### src/hdl/next_fit_page_allocator_top_macros.svh
// Assertion macros shared by the allocator RTL.
`ifndef NEXT_FIT_PAGE_ALLOCATOR_TOP_MACROS_SVH
`define NEXT_FIT_PAGE_ALLOCATOR_TOP_MACROS_SVH

// same-cycle implication, disabled while reset is low
`define NFPA_ASSERT_IMP(lbl, clk, rst_n, ante, cons, msg) \
	lbl: assert property (@(posedge clk) disable iff (!rst_n) (ante) |-> (cons)) \
		else $error(msg);

// next-cycle implication, disabled while reset is low
`define NFPA_ASSERT_NXT(lbl, clk, rst_n, ante, cons, msg) \
	lbl: assert property (@(posedge clk) disable iff (!rst_n) (ante) |=> (cons)) \
		else $error(msg);

`endif

### src/hdl/nfpa_pkg.sv
// Shared widths, codes and types of the next-fit page allocator.
package nfpa_pkg;

	localparam int NUM_PAGES_DEFAULT = 1024;

	localparam int CFG_W     = 11;
	localparam int CFG_IDX_W = 1;
	localparam int CNT_W     = 11;
	localparam int ALIGN_W   = 11;
	localparam int FPAGE_W   = 10;
	localparam int OPAGE_W   = 10;
	localparam int STATUS_W  = 2;

	localparam logic [CFG_IDX_W-1:0] REG_WINDOW_FIRST = 1'd0;
	localparam logic [CFG_IDX_W-1:0] REG_WINDOW_END   = 1'd1;

	localparam logic [CFG_W-1:0] CFG_FIRST_RESET = 11'd0;
	localparam logic [CFG_W-1:0] CFG_END_RESET   = 11'd1024;

	localparam logic CMD_ALLOC = 1'b0;
	localparam logic CMD_FREE  = 1'b1;

	typedef enum logic [STATUS_W-1:0] {
		STATUS_OK         = 2'd0,
		STATUS_ZERO_COUNT = 2'd1,
		STATUS_NO_FIT     = 2'd2
	} status_t;

	typedef enum logic [2:0] {
		ST_CLEAR,
		ST_IDLE,
		ST_MOD,
		ST_SCAN,
		ST_MARK,
		ST_FREE,
		ST_DONE
	} state_t;

	typedef struct packed {
		logic               start;
		logic [ALIGN_W-1:0] divisor;
	} nfpa_mod_req_t;

	typedef struct packed {
		logic               done;
		logic [ALIGN_W-1:0] rem;
	} nfpa_mod_rsp_t;

endpackage

### src/hdl/nfpa_in_if.sv
// Request channel: command beat with page count, alignment and free start.
interface nfpa_in_if import nfpa_pkg::*; ();
	logic               valid;
	logic               ready;
	logic               cmd;
	logic [CNT_W-1:0]   page_count;
	logic [ALIGN_W-1:0] align_pages;
	logic [FPAGE_W-1:0] free_start_page;

	modport source (output valid, cmd, page_count, align_pages, free_start_page, input ready);
	modport sink   (input valid, cmd, page_count, align_pages, free_start_page, output ready);
endinterface

### src/hdl/nfpa_out_if.sv
// Response channel: status and first page of the allocation.
interface nfpa_out_if import nfpa_pkg::*; ();
	logic                valid;
	logic                ready;
	logic [STATUS_W-1:0] status;
	logic [OPAGE_W-1:0]  alloc_start_page;

	modport source (output valid, status, alloc_start_page, input ready);
	modport sink   (input valid, status, alloc_start_page, output ready);
endinterface

### src/hdl/nfpa_ram.sv
// Generic single-write, single-read RAM with registered read data.
module nfpa_ram #(
	parameter int WIDTH = 1,
	parameter int DEPTH = 1024
) (
	input  logic                     clk,
	input  logic                     we,
	input  logic [$clog2(DEPTH)-1:0] waddr,
	input  logic [WIDTH-1:0]         wdata,
	input  logic [$clog2(DEPTH)-1:0] raddr,
	output logic [WIDTH-1:0]         rdata
);

	logic [WIDTH-1:0] mem_q [DEPTH];

	always_ff @(posedge clk) begin
		if (we) begin
			mem_q[waddr] <= wdata;
		end
		rdata <= mem_q[raddr];
	end

endmodule

### src/hdl/nfpa_mod.sv
// Bit-serial restoring remainder unit, one dividend bit per cycle.
module nfpa_mod import nfpa_pkg::*; #(
	parameter int DW = 12
) (
	input  logic          clk,
	input  logic          arst_n,
	input  nfpa_mod_req_t req,
	input  logic [DW-1:0] dividend,
	output nfpa_mod_rsp_t rsp
);

	localparam int CW = $clog2(DW);

	logic               busy_q;
	logic               done_q;
	logic [CW-1:0]      cnt_q;
	logic [DW-1:0]      dvd_q;
	logic [ALIGN_W:0]   rem_q;
	logic [ALIGN_W-1:0] div_q;

	logic [ALIGN_W:0] shifted;
	logic [ALIGN_W:0] rem_n;

	always_comb begin
		shifted = {rem_q[ALIGN_W-1:0], dvd_q[DW-1]};
		rem_n   = (shifted >= {1'b0, div_q}) ? shifted - {1'b0, div_q} : shifted;
	end

	always_ff @(posedge clk or negedge arst_n) begin
		if (!arst_n) begin
			busy_q <= 1'b0;
			done_q <= 1'b0;
		end else begin
			done_q <= 1'b0;
			if (req.start && !busy_q) begin
				busy_q <= 1'b1;
			end else if (busy_q && cnt_q == '0) begin
				busy_q <= 1'b0;
				done_q <= 1'b1;
			end
		end
	end

	always_ff @(posedge clk) begin
		if (req.start && !busy_q) begin
			dvd_q <= dividend;
			div_q <= req.divisor;
			rem_q <= '0;
			cnt_q <= CW'(DW - 1);
		end else if (busy_q) begin
			rem_q <= rem_n;
			dvd_q <= {dvd_q[DW-2:0], 1'b0};
			cnt_q <= cnt_q - CW'(1);
		end
	end

	// remainder is below the divisor, so the top bit is always clear
	assign rsp.done = done_q;
	assign rsp.rem  = rem_q[ALIGN_W-1:0];

endmodule

### src/hdl/next_fit_page_allocator_top.sv
// Top level of the next-fit page allocator with guard pages.
//
//  channel    dir  modport  beat carries
//  req        in   sink     cmd, page_count, align_pages, free_start_page
//  rsp        out  source   status, alloc_start_page
//  cfg_*      in   -        window_first_page (0), window_end_page (1)
//
// After reset a clearing pass writes every map entry before req is ready.
// Free: one map write a cycle for the pages of the range that lie inside the map.
// Alloc: the two alignment remainders are computed, then the window is scanned (one map read
// a cycle on the single read port), then page_count map entries are marked.
// One request is worked on at a time; a finished response waits in the output
// register and the next request is taken meanwhile.
`include "next_fit_page_allocator_top_macros.svh"

module next_fit_page_allocator_top import nfpa_pkg::*; #(
	parameter int NUM_PAGES = NUM_PAGES_DEFAULT
) (
	input  logic                 clk,
	input  logic                 arst_n,
	input  logic                 cfg_we,
	input  logic [CFG_IDX_W-1:0] cfg_index,
	input  logic [CFG_W-1:0]     cfg_wdata,
	nfpa_in_if.sink              req,
	nfpa_out_if.source           rsp
);

	localparam int NW = ($clog2(NUM_PAGES + 1) > CFG_W) ? $clog2(NUM_PAGES + 1) : CFG_W;
	localparam int PW = $clog2(NUM_PAGES);
	localparam int DW = NW + 1;
	localparam int RW = CNT_W + 1;

	state_t state_q, state_n;

	logic [CFG_W-1:0] cfg_first_q, cfg_end_q;
	logic [CFG_W-1:0] ptr_q;

	logic [NW-1:0] first_c, end_c, span_c;

	logic [ALIGN_W-1:0] align_q, align_in;
	logic [RW-1:0]      need_q;
	logic [CNT_W-1:0]   left_q;
	logic [NW:0]        wa_q;

	logic [NW-1:0]      p_q, iss_q, ev_q, rstart_q;
	logic [ALIGN_W-1:0] rem_q, remf_q;
	logic [RW-1:0]      run_q;

	logic [NW-1:0]      addr_s1;
	logic [ALIGN_W-1:0] rem_s1;
	logic               wrap_s1, vld_s1;

	status_t            res_status_q, out_status_q;
	logic [OPAGE_W-1:0] res_page_q, out_page_q;
	logic               out_valid_q;

	logic accept, go_alloc, issue, out_win, found, last, load_out;
	logic [NW-1:0]      a_c;
	logic [ALIGN_W-1:0] ra_c, ra_inc, rem_adv;
	logic [RW-1:0]      run_base, run_e;
	logic [NW-1:0]      start_e;

	logic          ram_we;
	logic [PW-1:0] ram_waddr, ram_raddr;
	logic [0:0]    ram_wdata, ram_rdata;

	nfpa_mod_req_t mreq;
	nfpa_mod_rsp_t mrsp_p, mrsp_f;
	logic [DW-1:0] dvd_p, dvd_f;

	// window bounds clamped to the map
	always_comb begin
		first_c = (NW'(cfg_first_q) > NW'(NUM_PAGES)) ? NW'(NUM_PAGES) : NW'(cfg_first_q);
		end_c   = (NW'(cfg_end_q) > NW'(NUM_PAGES)) ? NW'(NUM_PAGES) : NW'(cfg_end_q);
		span_c  = (end_c > first_c) ? end_c - first_c : '0;
	end

	always_comb begin
		accept   = req.valid && req.ready;
		align_in = (req.align_pages == '0) ? ALIGN_W'(1) : req.align_pages;
		go_alloc = accept && req.page_count != '0 && req.cmd == CMD_ALLOC && span_c != '0;
	end

	// remainders of (pointer + 1) and (first + 1) by the alignment
	always_comb begin
		mreq.start   = go_alloc;
		mreq.divisor = align_in;
		dvd_p        = DW'(ptr_q) + DW'(1);
		dvd_f        = DW'(first_c) + DW'(1);
	end

	nfpa_mod #(.DW(DW)) u_mod_p (
		.clk      (clk),
		.arst_n   (arst_n),
		.req      (mreq),
		.dividend (dvd_p),
		.rsp      (mrsp_p)
	);

	nfpa_mod #(.DW(DW)) u_mod_f (
		.clk      (clk),
		.arst_n   (arst_n),
		.req      (mreq),
		.dividend (dvd_f),
		.rsp      (mrsp_f)
	);

	// issue side of the scan: address sequence does not depend on map data
	always_comb begin
		issue   = (state_q == ST_SCAN) && (iss_q != span_c);
		out_win = (p_q >= end_c) || (p_q < first_c);
		a_c     = out_win ? first_c : p_q;
		ra_c    = out_win ? remf_q : rem_q;
		ra_inc  = ra_c + ALIGN_W'(1);
		rem_adv = (ra_inc == align_q) ? '0 : ra_inc;
	end

	// evaluate side: map bit of the address issued last cycle
	always_comb begin
		run_base = wrap_s1 ? '0 : run_q;
		start_e  = rstart_q;
		priority if (ram_rdata[0]) begin
			run_e = '0;
		end else if (run_base == '0) begin
			if (rem_s1 == '0) begin
				run_e   = RW'(1);
				start_e = addr_s1;
			end else begin
				run_e = '0;
			end
		end else begin
			run_e = run_base + RW'(1);
		end
		found = (state_q == ST_SCAN) && vld_s1 && (run_e >= need_q);
		last  = (state_q == ST_SCAN) && vld_s1 && (ev_q + NW'(1) == span_c);
	end

	always_comb begin
		state_n = state_q;
		unique case (state_q)
			ST_CLEAR: if (wa_q == (NW + 1)'(NUM_PAGES - 1)) state_n = ST_IDLE;
			ST_IDLE: begin
				if (accept) begin
					priority if (req.page_count == '0) state_n = ST_DONE;
					else if (req.cmd == CMD_FREE)    state_n = ST_FREE;
					else if (span_c == '0)           state_n = ST_DONE;
					else                             state_n = ST_MOD;
				end
			end
			ST_MOD:  if (mrsp_p.done) state_n = ST_SCAN;
			ST_SCAN: begin
				priority if (found) state_n = ST_MARK;
				else if (last)      state_n = ST_DONE;
			end
			ST_MARK: if (left_q == CNT_W'(1)) state_n = ST_DONE;
			ST_FREE: if (left_q == CNT_W'(1)) state_n = ST_DONE;
			ST_DONE: if (!out_valid_q || rsp.ready) state_n = ST_IDLE;
			default: state_n = ST_IDLE;
		endcase
	end

	always_comb begin
		req.ready = 1'b0;
		ram_we    = 1'b0;
		ram_wdata = 1'b0;
		load_out  = 1'b0;
		ram_waddr = wa_q[PW-1:0];
		ram_raddr = a_c[PW-1:0];
		unique case (state_q)
			ST_CLEAR: ram_we = 1'b1;
			ST_IDLE:  req.ready = 1'b1;
			ST_MARK: begin
				ram_we    = 1'b1;
				ram_wdata = 1'b1;
			end
			ST_FREE:  ram_we = (wa_q < (NW + 1)'(NUM_PAGES));
			ST_DONE:  load_out = !out_valid_q || rsp.ready;
			ST_MOD, ST_SCAN: ;
			default: ;
		endcase
	end

	nfpa_ram #(.WIDTH(1), .DEPTH(NUM_PAGES)) u_map (
		.clk   (clk),
		.we    (ram_we),
		.waddr (ram_waddr),
		.wdata (ram_wdata),
		.raddr (ram_raddr),
		.rdata (ram_rdata)
	);

	always_ff @(posedge clk or negedge arst_n) begin
		if (!arst_n) begin
			state_q     <= ST_CLEAR;
			cfg_first_q <= CFG_FIRST_RESET;
			cfg_end_q   <= CFG_END_RESET;
			ptr_q       <= '0;
			vld_s1      <= 1'b0;
			out_valid_q <= 1'b0;
			wa_q        <= '0;
		end else begin
			state_q <= state_n;
			if (cfg_we) begin
				unique case (cfg_index)
					REG_WINDOW_FIRST: cfg_first_q <= cfg_wdata;
					REG_WINDOW_END:   cfg_end_q   <= cfg_wdata;
					default: ;
				endcase
			end
			if (found) begin
				ptr_q <= CFG_W'(addr_s1 + NW'(1));
			end else if (last) begin
				ptr_q <= p_q[CFG_W-1:0];
			end
			vld_s1 <= issue;
			if (load_out) begin
				out_valid_q <= 1'b1;
			end else if (rsp.ready) begin
				out_valid_q <= 1'b0;
			end
			priority if (state_q == ST_CLEAR || state_q == ST_MARK || state_q == ST_FREE) begin
				wa_q <= wa_q + (NW + 1)'(1);
			end else if (accept) begin
				wa_q <= (NW + 1)'(req.free_start_page);
			end else if (found) begin
				wa_q <= (NW + 1)'(start_e) + (NW + 1)'(1);
			end
		end
	end

	always_ff @(posedge clk) begin
		if (accept) begin
			align_q      <= align_in;
			need_q       <= RW'(req.page_count) + RW'(2);
			left_q       <= req.page_count;
			res_page_q   <= '0;
			priority if (req.page_count == '0) res_status_q <= STATUS_ZERO_COUNT;
			else if (req.cmd == CMD_FREE)    res_status_q <= STATUS_OK;
			else                             res_status_q <= STATUS_NO_FIT;
		end
		if (state_q == ST_MARK || state_q == ST_FREE) begin
			left_q <= left_q - CNT_W'(1);
		end
		if (state_q == ST_MOD && mrsp_p.done) begin
			p_q    <= NW'(ptr_q);
			rem_q  <= mrsp_p.rem;
			remf_q <= mrsp_f.rem;
			iss_q  <= '0;
			ev_q   <= '0;
			run_q  <= '0;
		end
		if (issue) begin
			p_q     <= a_c + NW'(1);
			rem_q   <= rem_adv;
			iss_q   <= iss_q + NW'(1);
			addr_s1 <= a_c;
			rem_s1  <= ra_c;
			wrap_s1 <= out_win;
		end
		if (state_q == ST_SCAN && vld_s1) begin
			run_q    <= run_e;
			rstart_q <= start_e;
			ev_q     <= ev_q + NW'(1);
		end
		if (found) begin
			res_status_q <= STATUS_OK;
			res_page_q   <= OPAGE_W'(start_e + NW'(1));
		end else if (last) begin
			res_status_q <= STATUS_NO_FIT;
			res_page_q   <= '0;
		end
		if (load_out) begin
			out_status_q <= res_status_q;
			out_page_q   <= res_page_q;
		end
	end

	assign rsp.valid            = out_valid_q;
	assign rsp.status           = out_status_q;
	assign rsp.alloc_start_page = out_page_q;

	`NFPA_ASSERT_IMP(a_scan_no_write, clk, arst_n, state_q == ST_SCAN, !ram_we, "map written during scan")
	`NFPA_ASSERT_IMP(a_scan_order, clk, arst_n, state_q == ST_SCAN, (ev_q <= iss_q) && (iss_q <= span_c), "scan counters out of order")
	`NFPA_ASSERT_IMP(a_mark_in_window, clk, arst_n, state_q == ST_MARK, (wa_q < (NW + 1)'(end_c)) && (wa_q > (NW + 1)'(first_c)), "marking outside window")
	`NFPA_ASSERT_IMP(a_mod_done, clk, arst_n, mrsp_p.done, (state_q == ST_MOD) && mrsp_f.done, "remainder units out of step")

endmodule
### src/flat_wrapper.sv
// flat-port wrapper written by rule: the top's interface ports become plain ports
module next_fit_page_allocator_top_flat import nfpa_pkg::*;
#(
	parameter int NUM_PAGES = NUM_PAGES_DEFAULT
)
  (clk, arst_n, cfg_we, cfg_index, cfg_wdata, req_valid, req_cmd, req_page_count, req_align_pages, req_free_start_page, req_ready, rsp_valid, rsp_status, rsp_alloc_start_page, rsp_ready);
  nfpa_in_if req_i ();
  nfpa_out_if rsp_i ();
  input  logic clk;
  input  logic arst_n;
  input  logic cfg_we;
  input  logic [CFG_IDX_W-1:0] cfg_index;
  input  logic [CFG_W-1:0] cfg_wdata;
  input wire logic [$bits(req_i.valid)-1:0] req_valid;
  input wire logic [$bits(req_i.cmd)-1:0] req_cmd;
  input wire logic [$bits(req_i.page_count)-1:0] req_page_count;
  input wire logic [$bits(req_i.align_pages)-1:0] req_align_pages;
  input wire logic [$bits(req_i.free_start_page)-1:0] req_free_start_page;
  output wire logic [$bits(req_i.ready)-1:0] req_ready;
  output wire logic [$bits(rsp_i.valid)-1:0] rsp_valid;
  output wire logic [$bits(rsp_i.status)-1:0] rsp_status;
  output wire logic [$bits(rsp_i.alloc_start_page)-1:0] rsp_alloc_start_page;
  input wire logic [$bits(rsp_i.ready)-1:0] rsp_ready;
  assign req_i.valid = req_valid;
  assign req_i.cmd = req_cmd;
  assign req_i.page_count = req_page_count;
  assign req_i.align_pages = req_align_pages;
  assign req_i.free_start_page = req_free_start_page;
  assign req_ready = req_i.ready;
  assign rsp_valid = rsp_i.valid;
  assign rsp_status = rsp_i.status;
  assign rsp_alloc_start_page = rsp_i.alloc_start_page;
  assign rsp_i.ready = rsp_ready;
  next_fit_page_allocator_top #(.NUM_PAGES(NUM_PAGES)) u_core (.clk(clk), .arst_n(arst_n), .cfg_we(cfg_we), .cfg_index(cfg_index), .cfg_wdata(cfg_wdata), .req(req_i), .rsp(rsp_i));
endmodule
### config.mk
export PLATFORM = sky130hd
export DESIGN_NAME = next_fit_page_allocator_top_flat
export DESIGN_NICKNAME = d
export VERILOG_FILES = /design/src/hdl/nfpa_pkg.sv /design/src/hdl/nfpa_in_if.sv /design/src/hdl/nfpa_out_if.sv /design/src/hdl/nfpa_ram.sv /design/src/hdl/nfpa_mod.sv /design/src/hdl/next_fit_page_allocator_top.sv /design/src/flat_wrapper.sv
export VERILOG_INCLUDE_DIRS = /design/src /design/src/hdl
export SDC_FILE = /design/constraint.sdc
export NUM_CORES = 2
export LEC_CHECK = 0
export ABC_AREA = 1
export BUFFER_PORTS_ARGS = -buffer_cell sky130_fd_sc_hd__buf_2
export CORE_MARGIN = 5
export CORE_UTILIZATION = 25
export CTS_BUF_LIST = sky130_fd_sc_hd__clkbuf_8
export DETAILED_ROUTE_END_ITERATION = 7
export GPL_TIMING_DRIVEN = 0
export PLACE_DENSITY = 0.37
export SLEW_MARGIN = 20
export SYNTH_ARGS = -nofsm -noshare
export SYNTH_HDL_FRONTEND = slang
export SYNTH_HIERARCHICAL = 1
export SYNTH_SLANG_ARGS = --single-unit
### constraint.sdc
create_clock -name clk -period 41.9 [get_ports clk]
set_input_delay 2.095 -clock clk [delete_from_list [all_inputs] [get_ports clk]]
set_output_delay 2.095 -clock clk [all_outputs]
set_load 0.01 [all_outputs]
==> qor.yml <==
antenna_left: 0
place_congestion: 0.876
leakage_nw: 28.3
p_int_w: 0.00283
firstDrtPassIters: 8
ir_drop_v: 0.0000416
p_total_w: 0.00519
vias: 54224
wirelength_mm: 307
drt-initial-drc-count: 6561
ff2ff_setup_slack_ps: 34390
power_density_nw_per_um2: 68.5
hpwl_mm: 210
insertion_delay_ps: 1030
startpoint: "u_core/cfg_end_q[2]"
drcViolationCount: 0
worstHoldPathType: "reg -> reg"
cts.clk_slew.worst_paths_ps: 60
cp_slowest_cell: "clkbuf_1"
wl_per_cell_microns: 28.0
post-route-min-period_ps: 7510
final_nets: 7522
cts_resized: 0
fin_skew_ps: 84.9
ioPinCount: 64
io_buffers: 63
clk_path_buf_depth: 4
routed_via_density: 4.95
drive_above_1_share: 0.121
num_rows: 186
netlist_instances: 6974
cp_max_fo: 10
die_y_microns: 518
hp-start: "u_core/res_page_q[2]"
postCtsSetupBuffers: 0
maxCapViolCount: 0
critPathBufInv: 6
fmax_mhz: 133
dp.cells: 10487
grt_pass1_vias: 51352
relSlewSlack: 0.158
cp-start-kind: "register"
syn_nets: 7111
syn_to_final_growth_pct: 17.2
yosys_warnings: 6
clkPwrFrac: 0.245
tritoncts: "built"
die_w_microns: 518
grt_setup_unrepaired: "no"
cp-end-kind: "register"
cts-root-buf: "clkbuf_8"
swShare: 0.454
hold_viol: 0
fill_cells: 27296
antenna_found_initial: 26
crit_family: "simple AND/OR/NAND/NOR gates"
holdBufCountCts: 0
numClockSinks: 1313
combPwrFrac: 0.427
grt_pass1_wl_mm: 417
fin_setup_tns_ps: 0
postSynthAreaPerCell_sq_um: 9.27
instances_no_fill: 10951
synthesis.area_sq_um: 64600
tightest_slew_ps: 1260
grt.total_usage: 0.220
grt_max_degree: 40
slowest_delay_ps: 950
pwr-share-seq: 0.329
power_switching_w: 0.00235
setup_viol: 0
final_util: 0.295
start_util: 0.251
status: "completed"
dieArea_sq_um: 269000
gr-total-overflow: 0
arrival_ps: 8430
hold-worst-slack_ps: 423
rr_startpoint: "u_core/cfg_end_q[2]"
fin_crit_sh: 0.179
crit_type: "reg -> reg"
cts_inserted_buffers: 280
core_area_sq_um: 257000
h-tree-depth: 5
worstPathRequired_ps: 42820
slew_violations: 0
cp_common_cell: "nand3_1"
-- final timing paths --
| path | endpoint | depth (start not counted) |
|---|---|---|
| worst max-delay path | u_core/u_map/rdata | 28 |
| max in group asynchronous | u_core/u_mod_p/busy_q | 2 |
| worst min-delay path | u_core/rsp.alloc_start_page[2] | 0 |
| worst min register to register | u_core/rsp.alloc_start_page[2] | 0 |
| min in group asynchronous | u_core/cfg_end_q[6] | 1 |
| worst max register to register | u_core/u_map/rdata | 28 |
-- power by group through the flow --
stage	Combinational [W]	Sequential (W)	Clock [W]
after floorplan	0.00113	0.00185	0
after global placement	0.00208	0.00203	0
after detailed placement	0.00217	0.00173	0
after CTS	0.00217	0.00170	0.00131
after global routing	0.00232	0.00171	0.00137
final	0.00221	0.00170	0.00127
-- cells in the final DEF, fill, tap and decap left out, drive strengths merged, types with 3 or more instances in the layout --
master,count
edfxtp,1227
bufinv,6
clkinv,58
nand4,50
nor4,21
dfrtp,52
nor3b,5
nor2,1265
diode,9
o21ai,127
or2,7
a22oi,4
fa,3
nand3,1185
o21bai,4
inv,540
a21oi,52
ha,84
a21o,3
clkbuf,512
a31oi,12
nor3,69
xnor2,15
xor2,60
dfxtp,33
clkinvlp,3
a211oi,3
buf,380
nand2,1752
nand3b,9
-- area by class of cell --
cell class / instances / area [sq um] / area share
buffer: 476 / 2630 / 0.0348
multi-input combinational: 4746 / 21700 / 0.286
timing repair buffer: 129 / 1890 / 0.0249
antenna: 9 / 22.5 / 0.000297
sequential: 1313 / 38800 / 0.513
inverter: 439 / 1650 / 0.0218
clock inverter: 168 / 840 / 0.0111
clock buffer: 287 / 3950 / 0.0521
tap: 3384 / 4230 / 0.0559
-- routing by layer --
metal	vias up	global-route usage	wire length, microns
met5	-	0	99
met1	27115	0.297	131000
met3	535	0.0513	26700
li1	24122	-	-
met4	6	0.0803	12100
met2	2446	0.344	137000
-- metrics by stage --
stage          area, sq um  setup WS, ps
2_1_floorplan        64600         12710
3_3_place_gp         69200        -13220
3_5_place_dp         70900         34570
4_1_cts              75700         34550
5_1_grt              75700         34110
6_report             75700         34390
-- state kept, by name, summed over array words and instances, names as in the netlist, 12 cells and up --
name	cells
u_core/wa_q	12
u_core/u_mod_p/dvd_q	12
u_core/u_mod_f/dvd_q	12
u_core/run_q	12
u_core/need_q	12
u_core/u_map/mem_q	1024
No activity file was read; power rests on OpenSTA's default activity.
